[src/hdl/mass_pkg.sv]
package mass_pkg;

   // Default sizes of the scheduler.
   localparam int AXES_DEFAULT           = 5;
   localparam int POSITION_WIDTH_DEFAULT = 24;
   localparam int TIME_WIDTH_DEFAULT     = 32;

   // Fixed field widths.
   localparam int TARGET_WIDTH    = 24;
   localparam int INTERVAL_WIDTH  = 10;
   localparam int POLARITY_WIDTH  = 5;
   localparam int CSR_INDEX_WIDTH = 4;
   localparam int CSR_DATA_WIDTH  = 10;

   // Motion rules.
   localparam int NEAR_STEP      = 3;
   localparam int REACH_BAND     = 5;
   localparam int BASE_INTERVAL  = 1000;
   localparam int INTERVAL_SLOPE = 50;

   // The remaining distance only matters up to the point where the interval
   // formula drops below zero, so it is carried in a few bits with a cap.
   localparam int REM_WIDTH = 6;
   localparam logic [REM_WIDTH-1:0] REM_CAP = '1;

   localparam logic [INTERVAL_WIDTH-1:0] RESET_MIN_INTERVAL = 10'd400;
   localparam logic [POLARITY_WIDTH-1:0] RESET_POLARITY     = 5'd21;

   // Register indexes of the configuration port.
   localparam logic [CSR_INDEX_WIDTH-1:0] CSR_MIN_INTERVAL       = 4'd0;
   localparam logic [CSR_INDEX_WIDTH-1:0] CSR_DIRECTION_POLARITY = 4'd1;

   // Outcome of one axis visit, handed from the axis pipeline to the sequencer.
   typedef struct packed {
      logic valid;
      logic step;
      logic near;
      logic level;
   } axis_result_type;

endpackage

[src/hdl/mass_state_mem.sv]
module mass_state_mem #(
   parameter int AXES           = mass_pkg::AXES_DEFAULT,
   parameter int POSITION_WIDTH = mass_pkg::POSITION_WIDTH_DEFAULT,
   parameter int TIME_WIDTH     = mass_pkg::TIME_WIDTH_DEFAULT,
   parameter int AW             = (AXES > 1) ? $clog2(AXES) : 1
) (
   input  logic                                    clock,
   input  logic                                    reset,
   input  logic                                    rd_en,
   input  logic [AW-1:0]                           rd_addr,
   output logic                                    rd_valid,
   output logic [AW-1:0]                           rd_axis,
   output logic signed [POSITION_WIDTH-1:0]        rd_pos,
   output logic [TIME_WIDTH-1:0]                   rd_time,
   output logic [mass_pkg::INTERVAL_WIDTH-1:0]     rd_interval,
   output logic                                    rd_pin,
   input  logic                                    wr_en,
   input  logic [AW-1:0]                           wr_addr,
   input  logic signed [POSITION_WIDTH-1:0]        wr_pos,
   input  logic [TIME_WIDTH-1:0]                   wr_time,
   input  logic [mass_pkg::INTERVAL_WIDTH-1:0]     wr_interval,
   input  logic                                    wr_pin
);
   import mass_pkg::*;

   localparam int EW = POSITION_WIDTH + TIME_WIDTH + INTERVAL_WIDTH + 1;

   logic [EW-1:0]   mem [AXES];
   logic [AXES-1:0] written_ff;
   logic [EW-1:0]   entry_ff;
   logic            hit_ff;
   logic            rd_valid_ff;
   logic [AW-1:0]   rd_axis_ff;

   always_ff @(posedge clock) begin
      if (wr_en) begin
         mem[wr_addr] <= {wr_pos, wr_time, wr_interval, wr_pin};
      end
   end

   // One flag per entry; an entry never written reads as its reset state.
   always_ff @(posedge clock) begin
      if (reset) begin
         written_ff <= '0;
      end else if (wr_en) begin
         written_ff[wr_addr] <= 1'b1;
      end
   end

   always_ff @(posedge clock) begin
      if (rd_en) begin
         entry_ff   <= mem[rd_addr];
         hit_ff     <= written_ff[rd_addr];
         rd_axis_ff <= rd_addr;
      end
   end

   always_ff @(posedge clock) begin
      if (reset) begin
         rd_valid_ff <= 1'b0;
      end else begin
         rd_valid_ff <= rd_en;
      end
   end

   assign rd_valid = rd_valid_ff;
   assign rd_axis  = rd_axis_ff;

   always_comb begin
      if (hit_ff) begin
         {rd_pos, rd_time, rd_interval, rd_pin} = entry_ff;
      end else begin
         rd_pos      = '0;
         rd_time     = '0;
         rd_interval = RESET_MIN_INTERVAL;
         rd_pin      = ~rd_axis_ff[0];
      end
   end

endmodule

[src/hdl/mass_axis_update.sv]
module mass_axis_update #(
   parameter int POSITION_WIDTH = mass_pkg::POSITION_WIDTH_DEFAULT,
   parameter int TIME_WIDTH     = mass_pkg::TIME_WIDTH_DEFAULT,
   parameter int AW             = 3
) (
   input  logic                                    clock,
   input  logic                                    reset,
   input  logic                                    in_valid,
   input  logic [AW-1:0]                           in_axis,
   input  logic signed [mass_pkg::TARGET_WIDTH-1:0] target,
   input  logic signed [POSITION_WIDTH-1:0]        pos,
   input  logic [TIME_WIDTH-1:0]                   last_time,
   input  logic [mass_pkg::INTERVAL_WIDTH-1:0]     interval,
   input  logic                                    pin,
   input  logic                                    pol,
   input  logic [TIME_WIDTH-1:0]                   now,
   input  logic [mass_pkg::INTERVAL_WIDTH-1:0]     min_interval,
   output mass_pkg::axis_result_type               result,
   output logic [AW-1:0]                           result_axis,
   output logic                                    wr_en,
   output logic signed [POSITION_WIDTH-1:0]        wr_pos,
   output logic [TIME_WIDTH-1:0]                   wr_time,
   output logic [mass_pkg::INTERVAL_WIDTH-1:0]     wr_interval,
   output logic                                    wr_pin
);
   import mass_pkg::*;

   localparam int DW = ((POSITION_WIDTH > TARGET_WIDTH) ? POSITION_WIDTH : TARGET_WIDTH) + 1;
   localparam logic signed [POSITION_WIDTH-1:0] POS_MAX = {1'b0, {(POSITION_WIDTH-1){1'b1}}};
   localparam logic signed [POSITION_WIDTH-1:0] POS_MIN = {1'b1, {(POSITION_WIDTH-1){1'b0}}};
   localparam int PW_PROD = REM_WIDTH + 6;
   localparam int PW_IV   = PW_PROD + 1;

   // First stage: distance, elapsed time and the step decision.
   logic signed [DW-1:0]        t_ext;
   logic signed [DW-1:0]        p_ext;
   logic signed [DW-1:0]        diff;
   logic [DW-1:0]               distance;
   logic                        neg;
   logic [TIME_WIDTH-1:0]       elapsed;
   logic                        step;
   logic                        near_band;
   logic                        wrap;
   logic [REM_WIDTH-1:0]        dsat;

   always_comb begin
      t_ext     = DW'(target);
      p_ext     = DW'(pos);
      diff      = t_ext - p_ext;
      neg       = diff[DW-1];
      distance  = neg ? DW'(-diff) : DW'(diff);
      elapsed   = now - last_time;
      step      = (distance > DW'(NEAR_STEP)) && (elapsed > TIME_WIDTH'(interval));
      near_band = distance <= DW'(REACH_BAND);
      wrap      = neg ? (pos == POS_MIN) : (pos == POS_MAX);
      dsat      = (distance > DW'(REM_CAP)) ? REM_CAP : distance[REM_WIDTH-1:0];
   end

   logic                              s1_valid_ff;
   logic [AW-1:0]                     s1_axis_ff;
   logic                              s1_step_ff;
   logic                              s1_near_ff;
   logic                              s1_neg_ff;
   logic                              s1_wrap_ff;
   logic [REM_WIDTH-1:0]              s1_dsat_ff;
   logic signed [POSITION_WIDTH-1:0]  s1_pos_ff;
   logic                              s1_pin_ff;
   logic                              s1_pol_ff;

   always_ff @(posedge clock) begin
      if (reset) begin
         s1_valid_ff <= 1'b0;
      end else begin
         s1_valid_ff <= in_valid;
      end
   end

   always_ff @(posedge clock) begin
      s1_axis_ff <= in_axis;
      s1_step_ff <= step;
      s1_near_ff <= !step && near_band;
      s1_neg_ff  <= neg;
      s1_wrap_ff <= wrap;
      s1_dsat_ff <= dsat;
      s1_pos_ff  <= pos;
      s1_pin_ff  <= pin;
      s1_pol_ff  <= pol;
   end

   // Second stage: new position, direction and interval. After a step the
   // remaining distance is one less, unless the position wrapped, in which
   // case it is far beyond the point where the floor takes over.
   logic [REM_WIDTH-1:0]      rem;
   logic [PW_PROD-1:0]        slope_prod;
   logic signed [PW_IV-1:0]   iv_raw;
   logic                      new_pin;

   always_comb begin
      rem        = s1_wrap_ff ? REM_CAP : (s1_dsat_ff - REM_WIDTH'(1));
      slope_prod = PW_PROD'(INTERVAL_SLOPE) * PW_PROD'(rem);
      iv_raw     = $signed(PW_IV'(BASE_INTERVAL)) - $signed({1'b0, slope_prod});
      new_pin    = s1_neg_ff ? ~s1_pol_ff : s1_pol_ff;
      wr_pos     = s1_neg_ff ? (s1_pos_ff - POSITION_WIDTH'(1))
                             : (s1_pos_ff + POSITION_WIDTH'(1));
      if (iv_raw < $signed({{(PW_IV-INTERVAL_WIDTH){1'b0}}, min_interval})) begin
         wr_interval = min_interval;
      end else begin
         wr_interval = iv_raw[INTERVAL_WIDTH-1:0];
      end
   end

   assign wr_en        = s1_valid_ff && s1_step_ff;
   assign wr_time      = now;
   assign wr_pin       = new_pin;
   assign result_axis  = s1_axis_ff;
   assign result.valid = s1_valid_ff;
   assign result.step  = s1_step_ff;
   assign result.near  = s1_near_ff;
   assign result.level = s1_step_ff ? new_pin : s1_pin_ff;

endmodule

[src/hdl/multi_axis_step_scheduler.sv]
// Channel   Ports                      Beat contents (lowest bits first)
// req       req_tvalid/tready/tdata    current_time, target_axis_0 .. target_axis_N-1
// rsp       rsp_tvalid/tready/tdata    step_mask, direction_levels
//           rsp_tuser                  target_reached
// csr       csr_valid/ready/index/data register index and write data
//
// The block takes no new tick until the current one is handed over. The
// per-axis state memory is read one axis per cycle, the last axis then
// passes the memory read register and the update stage register, and the
// DONE state hands the result over once the output register is free.
// Reset is synchronous and active high; the state memory needs no clearing
// pass because each entry carries a written flag that reset clears at once.
// A finished result waits in the output register; the next tick is already
// taken while it waits, and only its own result holds off until the slot frees.
module multi_axis_step_scheduler #(
   parameter int AXES           = mass_pkg::AXES_DEFAULT,
   parameter int POSITION_WIDTH = mass_pkg::POSITION_WIDTH_DEFAULT,
   parameter int TIME_WIDTH     = mass_pkg::TIME_WIDTH_DEFAULT,
   parameter int REQ_DATA_WIDTH =
      ((TIME_WIDTH + AXES * mass_pkg::TARGET_WIDTH + 7) / 8) * 8,
   parameter int RSP_DATA_WIDTH = ((2 * AXES + 7) / 8) * 8
) (
   input  logic                                    clock,
   input  logic                                    reset,
   // current_time, then target_axis_0 .. target_axis_(AXES-1), zero padded
   input  logic [REQ_DATA_WIDTH-1:0]               req_tdata,
   input  logic                                    req_tvalid,
   output logic                                    req_tready,
   // step_mask, then direction_levels, zero padded
   output logic [RSP_DATA_WIDTH-1:0]               rsp_tdata,
   // target_reached
   output logic                                    rsp_tuser,
   output logic                                    rsp_tvalid,
   input  logic                                    rsp_tready,
   input  logic                                    csr_valid,
   output logic                                    csr_ready,
   input  logic [mass_pkg::CSR_INDEX_WIDTH-1:0]    csr_index,
   input  logic [mass_pkg::CSR_DATA_WIDTH-1:0]     csr_data
);
   import mass_pkg::*;

   localparam int AW = (AXES > 1) ? $clog2(AXES) : 1;
   localparam int CW = $clog2(AXES + 1);

   localparam logic [1:0] ST_IDLE = 2'd0;
   localparam logic [1:0] ST_RUN  = 2'd1;
   localparam logic [1:0] ST_DONE = 2'd2;

   // Configuration registers. Writes are always taken; unknown indexes drop.
   logic [INTERVAL_WIDTH-1:0] min_interval_ff;
   logic [POLARITY_WIDTH-1:0] polarity_ff;

   assign csr_ready = 1'b1;

   always_ff @(posedge clock) begin
      if (reset) begin
         min_interval_ff <= RESET_MIN_INTERVAL;
         polarity_ff     <= RESET_POLARITY;
      end else if (csr_valid && csr_ready) begin
         case (csr_index)
            CSR_MIN_INTERVAL: begin
               min_interval_ff <= csr_data[INTERVAL_WIDTH-1:0];
            end
            CSR_DIRECTION_POLARITY: begin
               polarity_ff <= csr_data[POLARITY_WIDTH-1:0];
            end
            default: begin
            end
         endcase
      end
   end

   // Polarity bits repeat every five axes when more axes are built.
   logic [AXES-1:0] pol_vec;
   for (genvar g = 0; g < AXES; g++) begin : g_pol
      assign pol_vec[g] = polarity_ff[g % POLARITY_WIDTH];
   end

   // Sequencer: IDLE takes a tick, RUN walks the axes through the memory,
   // DONE hands the collected result to the output register.
   logic [1:0]    state_ff, state_in;
   logic [CW-1:0] rd_cnt_ff, rd_cnt_in;
   logic          req_take;
   logic          rd_en;
   logic          rsp_load;

   logic [TIME_WIDTH-1:0]          now_ff;
   logic signed [TARGET_WIDTH-1:0] targets_ff [AXES];

   assign req_tready = (state_ff == ST_IDLE);
   assign req_take   = req_tvalid && req_tready;
   assign rd_en      = (state_ff == ST_RUN) && (rd_cnt_ff < CW'(AXES));
   assign rsp_load   = (state_ff == ST_DONE) && (!rsp_tvalid || rsp_tready);

   always_ff @(posedge clock) begin
      if (req_take) begin
         now_ff <= req_tdata[TIME_WIDTH-1:0];
         for (int i = 0; i < AXES; i++) begin
            targets_ff[i] <= req_tdata[TIME_WIDTH + i * TARGET_WIDTH +: TARGET_WIDTH];
         end
      end
   end

   // Memory read side.
   logic                              mem_valid;
   logic [AW-1:0]                     mem_axis;
   logic signed [POSITION_WIDTH-1:0]  mem_pos;
   logic [TIME_WIDTH-1:0]             mem_time;
   logic [INTERVAL_WIDTH-1:0]         mem_interval;
   logic                              mem_pin;

   // Write-back side from the axis pipeline.
   axis_result_type                   res;
   logic [AW-1:0]                     res_axis;
   logic                              wr_en;
   logic signed [POSITION_WIDTH-1:0]  wr_pos;
   logic [TIME_WIDTH-1:0]             wr_time;
   logic [INTERVAL_WIDTH-1:0]         wr_interval;
   logic                              wr_pin;

   mass_state_mem #(
      .AXES           (AXES),
      .POSITION_WIDTH (POSITION_WIDTH),
      .TIME_WIDTH     (TIME_WIDTH),
      .AW             (AW)
   ) u_state_mem (
      .clock       (clock),
      .reset       (reset),
      .rd_en       (rd_en),
      .rd_addr     (rd_cnt_ff[AW-1:0]),
      .rd_valid    (mem_valid),
      .rd_axis     (mem_axis),
      .rd_pos      (mem_pos),
      .rd_time     (mem_time),
      .rd_interval (mem_interval),
      .rd_pin      (mem_pin),
      .wr_en       (wr_en),
      .wr_addr     (res_axis),
      .wr_pos      (wr_pos),
      .wr_time     (wr_time),
      .wr_interval (wr_interval),
      .wr_pin      (wr_pin)
   );

   // Each axis is a separate entry and one tick finishes all its writes
   // before the next tick reads, so no forwarding path is needed.
   mass_axis_update #(
      .POSITION_WIDTH (POSITION_WIDTH),
      .TIME_WIDTH     (TIME_WIDTH),
      .AW             (AW)
   ) u_axis_update (
      .clock        (clock),
      .reset        (reset),
      .in_valid     (mem_valid),
      .in_axis      (mem_axis),
      .target       (targets_ff[mem_axis]),
      .pos          (mem_pos),
      .last_time    (mem_time),
      .interval     (mem_interval),
      .pin          (mem_pin),
      .pol          (pol_vec[mem_axis]),
      .now          (now_ff),
      .min_interval (min_interval_ff),
      .result       (res),
      .result_axis  (res_axis),
      .wr_en        (wr_en),
      .wr_pos       (wr_pos),
      .wr_time      (wr_time),
      .wr_interval  (wr_interval),
      .wr_pin       (wr_pin)
   );

   always_comb begin
      state_in  = state_ff;
      rd_cnt_in = rd_cnt_ff;
      case (state_ff)
         ST_IDLE: begin
            if (req_take) begin
               state_in  = ST_RUN;
               rd_cnt_in = '0;
            end
         end
         ST_RUN: begin
            if (rd_en) begin
               rd_cnt_in = rd_cnt_ff + CW'(1);
            end
            // Axes come back in order, so the last one closes the tick.
            if (res.valid && (res_axis == AW'(AXES - 1))) begin
               state_in = ST_DONE;
            end
         end
         ST_DONE: begin
            if (rsp_load) begin
               state_in = ST_IDLE;
            end
         end
         default: begin
            state_in = ST_IDLE;
         end
      endcase
   end

   always_ff @(posedge clock) begin
      if (reset) begin
         state_ff  <= ST_IDLE;
         rd_cnt_ff <= '0;
      end else begin
         state_ff  <= state_in;
         rd_cnt_ff <= rd_cnt_in;
      end
   end

   // Collect the per-axis outcomes of the tick.
   logic [AXES-1:0] mask_ff;
   logic [AXES-1:0] levels_ff;
   logic            near_all_ff;

   always_ff @(posedge clock) begin
      if (req_take) begin
         mask_ff     <= '0;
         levels_ff   <= '0;
         near_all_ff <= 1'b1;
      end else if (res.valid) begin
         mask_ff[res_axis]   <= res.step;
         levels_ff[res_axis] <= res.level;
         near_all_ff         <= near_all_ff && res.near;
      end
   end

   // Output register.
   logic                      rsp_valid_ff, rsp_valid_in;
   logic [AXES-1:0]           rsp_mask_ff;
   logic [AXES-1:0]           rsp_levels_ff;
   logic                      rsp_reached_ff;

   always_comb begin
      rsp_valid_in = rsp_valid_ff;
      if (rsp_load) begin
         rsp_valid_in = 1'b1;
      end else if (rsp_tready) begin
         rsp_valid_in = 1'b0;
      end
   end

   always_ff @(posedge clock) begin
      if (reset) begin
         rsp_valid_ff <= 1'b0;
      end else begin
         rsp_valid_ff <= rsp_valid_in;
      end
   end

   always_ff @(posedge clock) begin
      if (rsp_load) begin
         rsp_mask_ff    <= mask_ff;
         rsp_levels_ff  <= levels_ff;
         rsp_reached_ff <= near_all_ff;
      end
   end

   assign rsp_tvalid = rsp_valid_ff;
   assign rsp_tdata  = RSP_DATA_WIDTH'({rsp_levels_ff, rsp_mask_ff});
   assign rsp_tuser  = rsp_reached_ff;

endmodule

[config.mk]
export PLATFORM = sky130hd
export DESIGN_NAME = multi_axis_step_scheduler
export DESIGN_NICKNAME = d
export VERILOG_FILES = /design/src/hdl/mass_pkg.sv /design/src/hdl/mass_state_mem.sv /design/src/hdl/mass_axis_update.sv /design/src/hdl/multi_axis_step_scheduler.sv
export SDC_FILE = /design/constraint.sdc
export NUM_CORES = 1
export LEC_CHECK = 0
export ABC_AREA = 0
export BUFFER_PORTS_ARGS = -buffer_cell sky130_fd_sc_hd__buf_2
export CORE_MARGIN = 1
export CORE_UTILIZATION = 39
export CTS_BUF_LIST = sky130_fd_sc_hd__clkbuf_8
export DETAILED_ROUTE_END_ITERATION = 10
export PLACE_DENSITY = 0.65
export SLEW_MARGIN = 5
export SYNTH_ARGS = -nofsm -noshare
export SYNTH_HDL_FRONTEND = slang
export SYNTH_SLANG_ARGS = --single-unit
[constraint.sdc]
create_clock -name clock -period 6.55 [get_ports clock]
set_clock_uncertainty 0.2 [all_clocks]
set_input_delay 0.655 -clock clock [delete_from_list [all_inputs] [get_ports clock]]
set_output_delay 0.655 -clock clock [all_outputs]
set_load 0.02 [all_outputs]
==> metrics.md, run 1 <==
| Metric | Value |
|---|---|
| # DRC | 0 |
| P_leak | ~13 nW |
| Post-route minimum period | between 5 and 6 ns |
| Vias in the first global route | about 20k |
| Setup Viol. Count Final | 0 |
| Critical path startpoint category | flip-flop |
| Synth area leader | edfxtp_1 |
| Clock power frac | 0.344 |
| Final wirelength | about 69,000 um |
| Flop pwr share | 0.487 |
| Nets | about 2.9k |
| WS Path Type | reg -> reg |
| Crit path max fanout | 5 |
| Pre-CTS WS | 0.513 ns |
| Hold_ws | around 0.066 ns |
| Crit path top cell by count | a2111oi_0 |
| Fraction of met1 tracks used by global routing | 0.230 |
| Global-route wire length before repair | 109,000 um |
| Outcome | complete, no violations |
| Synth unique cells | 85 |
| Share of layout cells above drive strength 1 | 0.197 |
| Flops & latches, synth | between 600 and 700 |
| Ys async rst share | 0 |
| FP Rows | 100 |
| Int Pwr | 0.00723 W |
| Top cell type's share of synthesized area | 0.577 |
| Post-synthesis adder-cell area fraction | 0.0551 |
| Normalized max-slew margin | 0.273 |
| Initial Util | 0.396 |
| Hold path depth | 3 |
| CP arrival | between 6 and 7 ns |
| Largest net degree at the start of global routing | slightly above 70 |
| Post-cts repair resize count | 0 |
| TritonRoute pass-1 iters | 5 |
| Hold Fails Final Rpt | 0 |
| Post-synthesis xor/xnor area fraction | 0.0195 |
| Vias | 18.9k |
| Finished Layout Cells | about 3.6k |
| Hold endpoint | rsp_tvalid |
| Die ar. | between 70,000 and 80,000 sq um |
| Via density | approximately 5.2 |
| Most common cell in the netlist | edfxtp_1 |
| Slowest CP cell | edfxtp_1 |
| DR iter-0 viols | around 1.3k |
| Cell Chain, Critical Path | buf_4 -> nand2_1 -> ha_1 -> o21a_1 -> o31a_1 -> o31ai_1 -> nand2b_1 -> a21o_1 -> a21oi_1 -> o21bai_1 -> xor2_1 -> ha_1 -> and4_1 -> nand4_1 -> a2111oi_0 -> o31ai_1 -> a2111oi_0 -> o2111ai_1 -> a2111oi_0 -> nand4_1 -> nor4_1 -> o2111a_1 -> a21oi_1 -> and3b_1 |
| Pwr Density | approximately 280 nW/um^2 |
| CTS tree | done |
| CORE AREA | 74,700 sq um |
| Post-Route Utilization | 0.473 |
| Number of routed nets with antenna violations | 0 |
| Routability cong. | just under 0.9 |
| Final Cycle Share | 0.889 |
| # IOs | between 150 and 200 |
| Comb pwr share | 0.169 |
| Busiest metal layer after global routing | met2 |
| CTS Buf Count | ~110 |
| CTS root buffer | clkbuf_8 |
| Mapped Area | roughly 30,000 sq um |
| CTS Buffer Depth | 3 |
| Placed Cells | about 3.3k |
| Routed len/inst | ~19 um |
| Gr usage total | 0.180 |
| Post-DP HPWL | between 40,000 and 50,000 um |
| Max Slew Vio Count | 0 |
| Worst Hold Class | in -> reg |
| Clk slew on worst S/H paths | roughly 0.070 ns |
| Synth Instances | ~2.2k |
| Port bufs | between 150 and 200 |
| Clock Latency Late Sink | a little over 0.7 ns |
| Max-cap viol count | 0 |
| Post-synth EDFFs | roughly 570 |
| Clk sinks | 650 |
| Sequential share of the synthesized area | 0.632 |
| Top cells by count, synth | 569 x edfxtp_1, 334 x nand2_1, 124 x ha_1, 101 x nor2_1 |
| Hold path start | rsp_tready |
| Met2 Track Usage GR | 0.313 |
| Worst reg2reg path depth | 24 |
| Fmax | roughly 0.17 GHz |
| # diodes | 0 |
| Met3 Use GR | 0.0286 |
| Mux share of post-synthesis cell area | 0.0933 |
| Total grt overflow | 0 |
| Critical Path Sink Type | flip-flop |
| Pwr Total | 0.00992 W |
| Die height | between 200 and 300 um |
| Initial antenna violation count | 0 |
| Area Overhead vs Synth | 19.4% |
| Net switching power | ~0.0027 W |
| Top post-synthesis cells by area | edfxtp_1 58%, mux4_2 7.1%, dfxtp_1 5.5%, ha_1 5.2%, nand2_1 4.2% |
| Synthesis Warnings | 0 |
| Launching point of the worst reg2reg path | u_state_mem.hit_ff |
| Htree depth | 3 |
| Die X | about 280 um |
| VDD IR max | between 0.00015 and 0.0002 V |
| Setup slack, reg-to-reg | around 0.73 ns |
| Worst reg2reg path endpoint | u_axis_update.s1_near_ff |
| Simple-Gate Fraction of Synth Area | 0.0992 |
| Sw frac | 0.271 |
| Worst Max-Slew Pin Slew | ~1.1 ns |
| Worst stage delay on the critical path | 0.43 ns |
| Top FF cell, synth | edfxtp_1 |
| Largest family of logic cells by synthesized area | simple AND/OR/NAND/NOR gates |
| Avg Inst Size Synth | approximately 14 sq um |
| Synth Area in Compound Gates | 0.0772 |
| Worst EP required | about 7 ns |
| Worst setup margin | just over 0.7 ns |
metrics by stage:
step	setup TNS [ns]	area (sq um)
floorplan	0	29600
global placement	0	31600
detailed placement	0	31600
CTS	0	35300
global route	-0.000599	35300
finish	0	35300
logic make-up (layout without fill, tap and decap cells):
family / Yosys count / after routing
other cells: 2 / 7
compound gates: 335 / 335
fa+ha+maj: 128 / 128
simple gates: 642 / 642
xor+xnor: 66 / 66
flops: 650 / 650
mux: 155 / 155
buf+inv: 172 / 666
area by class of cell:
| type | instances | area (sq um) |
|---|---|---|
| tap | 969 | 1210 |
| multi-input combinational | 1333 | 10200 |
| sequential | 650 | 18700 |
| inverter | 94 | 353 |
| clock inverter | 83 | 472 |
| clock buffer | 117 | 1610 |
| timing repair buffer | 372 | 2740 |
| fill | 6372 | 39400 |
power groups by stage:
stage | clock network, W | logic [W] | registers [W]
final | 0.00341 | 0.00167 | 0.00483
after floorplan | 0 | 0.00116 | 0.00489
after global placement | 0 | 0.00155 | 0.00491
after CTS | 0.00351 | 0.00166 | 0.00483
after global routing | 0.00369 | 0.00184 | 0.00484
after detailed placement | 0 | 0.00158 | 0.00492
routing by layer:
layer,routed length (um),vias up
li1,-,8922
met1,29800,9407
met2,34300,491
met3,2900,118
met4,1650,0
met5,0,-
critical path, delay by kind of cell (launching register included):
family                     cells  cell delay [ns]
AOI/OAI and AO/OA             13             3.20
xor gates and xnor gates       1             0.15
adders and majority gates      2             0.58
buffers and inverters          1             0.17
DFF                            1             0.43
and+or+nand+nor                7             1.06
registers in the layout, summed over array words and instances, names as in the netlist, 2 cells and up, named ones only:
signal and cells:
u_state_mem.mem 335, pol_vec 5, min_interval_ff 10, u_state_mem.written_ff 5, u_state_mem.entry_ff 67, state_ff 2, rsp_levels_ff 5, u_axis_update.s1_pos_ff 24
u_state_mem.rd_axis 3, rd_cnt_ff 3, mask_ff 5, u_axis_update.s1_dsat_ff 6, targets_ff 120, rsp_mask_ff 5, u_axis_update.result_axis 3, levels_ff 5
now_ff 32
what timing repair did:
action                     CTS  global route
hold buffers               162             0
setup buffers                0             3
hold endpoints to repair   164             0
setup endpoints to repair    0             2
worst max path at each step:
stage	slack, ns	endpoint	cells past startpoint	startpoint
floorplan	0.43	now_ff[0]	4	state_ff[0]
global placement	0.66	u_axis_update.s1_near_ff	23	u_state_mem.hit_ff
detailed placement	0.51	u_axis_update.s1_near_ff	23	u_state_mem.hit_ff
CTS	0.48	u_axis_update.s1_near_ff	23	u_state_mem.hit_ff
global route	-0.0006	u_axis_update.s1_near_ff	24	u_state_mem.hit_ff
finish	0.73	u_axis_update.s1_near_ff	24	u_state_mem.hit_ff
cell usage in the layout, fill, tap and decap left out, types with 8 or more instances in the layout:
cell type      Yosys  layout
mux2i_1           26      26
o21bai_1           9       9
nand4_1           19      19
xor2_1            19      19
nand2b_1          25      25
dlygate4sd3_1      0     162
ha_1             124     124
buf_4              7      27
nor3_1            30      30
a21oi_1           93      93
nor4_1            10       9
nand2_1          334     334
inv_1             93     124
clkbuf_8           0     117
buf_2              6     183
a211oi_1          13      13
edfxtp_1         569     569
and3_1            13      13
nor2b_1           18      18
a21o_1            26      26
o21ai_0           55      55
and2_1            22      19
a31oi_1           17      17
nor2_1           101     101
dfxtp_1           81      77
o211ai_1          13      13
a211o_1           13      13
or2_2              8       8
clkinv_2           0      15
nand3_1           24      24
clkinv_1           1      22
or3_1             12      12
mux4_2            93      93
xnor2_1           47      47
mux2_2            36      36
o21a_1            19      18
No activity file was read; power rests on OpenSTA's default activity.
==> run 2: changes to the inputs <==
CORE_UTILIZATION = 50   (was 39)
PLACE_DENSITY = 0.78   (was 0.65)
==> metrics.md, run 2 (synthesized netlist as in run 1, its figures left out) <==
| Metric | Value |
|---|---|
| DR iter-0 viols | 1,526 (+20%) |
| Initial antenna violation count | 1 (+1) |
| Hold path depth | 3 (unchanged) |
| Slowest CP cell | edfxtp_1 |
| Die X | 245 um (-12%) |
| Hold_ws | 0.0821 ns (+0.0160 ns) |
| Total grt overflow | 0 (unchanged) |
| # diodes | 0 (unchanged) |
| Area Overhead vs Synth | 18.2% |
| Post-route minimum period | 5.70 ns (-0.119 ns) |
| Clock Latency Late Sink | 0.70 ns (about the same) |
| Die ar. | 60,200 sq um (-22%) |
| # DRC | 0 (unchanged) |
| # IOs | 191 (unchanged) |
| RSZ-0062 raised after global routing | false |
| Largest register FFs | 335 (unchanged) |
| Worst stage delay on the critical path | 0.50 ns (+0.07 ns) |
| Routed len/inst | 21.1 um (+11%) |
| Share of layout cells above drive strength 1 | 0.194 (-0.00365) |
| Setup slack, reg-to-reg | 0.85 ns (+0.12 ns) |
| Post-cts repair resize count | 0 (unchanged) |
| WS Path Type | reg -> reg |
| Post-Route Utilization | 0.601 (+0.128) |
| Clk sinks | 650 (unchanged) |
| Outcome | complete, no violations |
| Gr usage total | 0.241 (+0.0609) |
| Nets | 2,848 (-0.32%) |
| Normalized max-slew margin | 0.197 (-0.0754) |
| CTS tree | done |
| Worst EP required | 6.99 ns (-0.02 ns) |
| Post-CTS Setup Inserts | 0 (unchanged) |
| Crit path top cell by count | a2111oi_0 |
| Total Neg Setup Slack | 0 ns (unchanged) |
| Critical Path Sink Type | flip-flop |
| CTS root buffer | clkbuf_8 |
| Hold path start | rsp_tready |
| Cell Chain, Critical Path | ha_1 -> nor2b_1 -> o31a_1 -> o31ai_1 -> nand2b_1 -> a21o_1 -> a21oi_1 -> o21bai_1 -> xor2_1 -> ha_1 -> and4_1 -> nand4_1 -> a2111oi_0 -> o31ai_1 -> a2111oi_0 -> o2111ai_1 -> a2111oi_0 -> nand4_1 -> nor4_1 -> o2111a_1 -> a21oi_1 -> and3b_1 |
| Hold endpoint | rsp_tvalid |
| Vias in the first global route | 20.1k (-0.20%) |
| Top flop regs | u_state_mem.mem: 335 flops, targets_ff: 120 flops, u_state_mem.entry_ff: 67 flops |
| Worst reg2reg path depth | 22 (-8.3%) |
| TritonRoute pass-1 iters | 7 (+2) |
| CTS Buf Count | 101 (-5.6%) |
| Crit path max fanout | 7 (+2) |
| Routability cong. | 0.896 (+3.0%) |
| Hold Fails Final Rpt | 0 (unchanged) |
| VDD IR max | 0.000210 V (+20%) |
| Largest Register | u_state_mem.mem |
| CP arrival | 6.14 ns (-0.14 ns) |
| Finished Layout Cells | 3,402 (-6.0%) |
| Pwr Density | 281 nW/um^2 (+0.11%) |
| Global-route wire length before repair | 111,000 um (+1.7%) |
| Post-DP HPWL | 43,400 um (-0.54%) |
| Worst Max-Slew Pin Slew | 1.20 ns (+0.113 ns) |
| Htree depth | 3 (unchanged) |
| Most frequent cells in the layout | 569 x edfxtp_1, 334 x nand2_1, 183 x buf_2, 162 x dlygate4sd3_1, 126 x inv_1 |
| Initial Util | 0.509 (+0.113) |
| Worst reg2reg path endpoint | u_axis_update.s1_near_ff |
| Setup Viol. Count Final | 0 (unchanged) |
| Critical path startpoint category | flip-flop |
| Final wirelength | 71,600 um (+4.3%) |
| Placed Cells | 3,049 (-6.3%) |
| Vias | 19.3k (+2.0%) |
| Clk slew on worst S/H paths | 0.06 ns (about the same) |
| Max Slew Vio Count | 0 (unchanged) |
| Launching point of the worst reg2reg path | now_ff[1] |
| Hold-fix buffers, CTS | 162 (unchanged) |
| Via density | 5.68 (+8.5%) |
| P_leak | 13.1 nW (-0.57%) |
| CORE AREA | 58,100 sq um (-22%) |
| Commonest non-fill, non-tap cell in the layout | edfxtp_1 |
| Die height | 245 um (-12%) |
| Number of routed nets with antenna violations | 0 (unchanged) |
| Final Cycle Share | 0.871 (-0.0181) |
| Port bufs | 183 (unchanged) |
| FP Rows | 88 (-12%) |
| Worst Hold Class | in -> reg |
| Max-cap viol count | 0 (unchanged) |
| CTS Buffer Depth | 3 (unchanged) |
| Fmax | 0.175 GHz (+2.1%) |
| Largest net degree at the start of global routing | 169 (+130%) |
## run 2: cell types whose count changed in the layout (fill, tap and decap cells not counted), sizes merged
cell,change
buf,-3
bufinv,-1
clkbuf,-6
clkinv,-7
clkinvlp,+3
inv,+2
## run 2: how the worst max path moves through the flow
stage | start | end | slack [ns] | depth (start not counted)
detailed placement | u_state_mem.hit_ff | u_axis_update.s1_near_ff | 0.77 | 23
global route | u_state_mem.hit_ff | u_axis_update.s1_near_ff | 0.14 | 23
floorplan | state_ff[0] | now_ff[0] | 0.43 | 4
finish | now_ff[1] | u_axis_update.s1_near_ff | 0.85 | 22
CTS | u_state_mem.hit_ff | u_axis_update.s1_near_ff | 0.77 | 23
global placement | now_ff[1] | u_axis_update.s1_near_ff | 0.92 | 22
## run 2: worst max-delay path, delay by kind of cell, from the launching register on
kind | cells | cell delay [ns]
flip-flops | 1 | 0.50
XOR/XNOR | 1 | 0.15
AND/OR/NAND/NOR | 7 | 1.16
AO/OA/AOI/OAI | 12 | 3.00
adder cells (fa/ha/maj) | 2 | 0.63
## run 2: through the flow
stage | cell area (sq um) | worst slack [ns] | power [W]
3_3_place_gp | 31400 | 0.919 | 0.00644
4_1_cts | 35000 | 0.770 | 0.00980
2_1_floorplan | 29600 | 0.431 | 0.00605
3_5_place_dp | 31400 | 0.774 | 0.00648
6_report | 35000 | 0.846 | 0.00982
5_1_grt | 35000 | 0.138 | 0.0102
## run 2: power breakdown
part	internal [W]	switching (W)
combinational	0.000670	0.00101
clock	0.00169	0.00161
sequential	0.00475	0.0000933
## run 2: layout make-up
| class | count | area [sq um] |
|---|---|---|
| clock inverters | 80 | 449 |
| clock buffers | 111 | 1530 |
| inverters | 94 | 353 |
| repair buffers | 369 | 2730 |
| multi-input cells | 1333 | 10200 |
| well taps | 765 | 957 |
| fillers | 4337 | 23200 |
| flip-flops and latches | 650 | 18700 |
## run 2: routing by layer
| metal | vias to the layer above | wire (um) | global-route usage |
|---|---|---|---|
| met5 | - | 17 | 0 |
| met4 | 2 | 2550 | 0.101 |
| met3 | 165 | 4370 | 0.0447 |
| met2 | 742 | 36200 | 0.415 |
| met1 | 9503 | 28500 | 0.297 |
| li1 | 8906 | - | - |
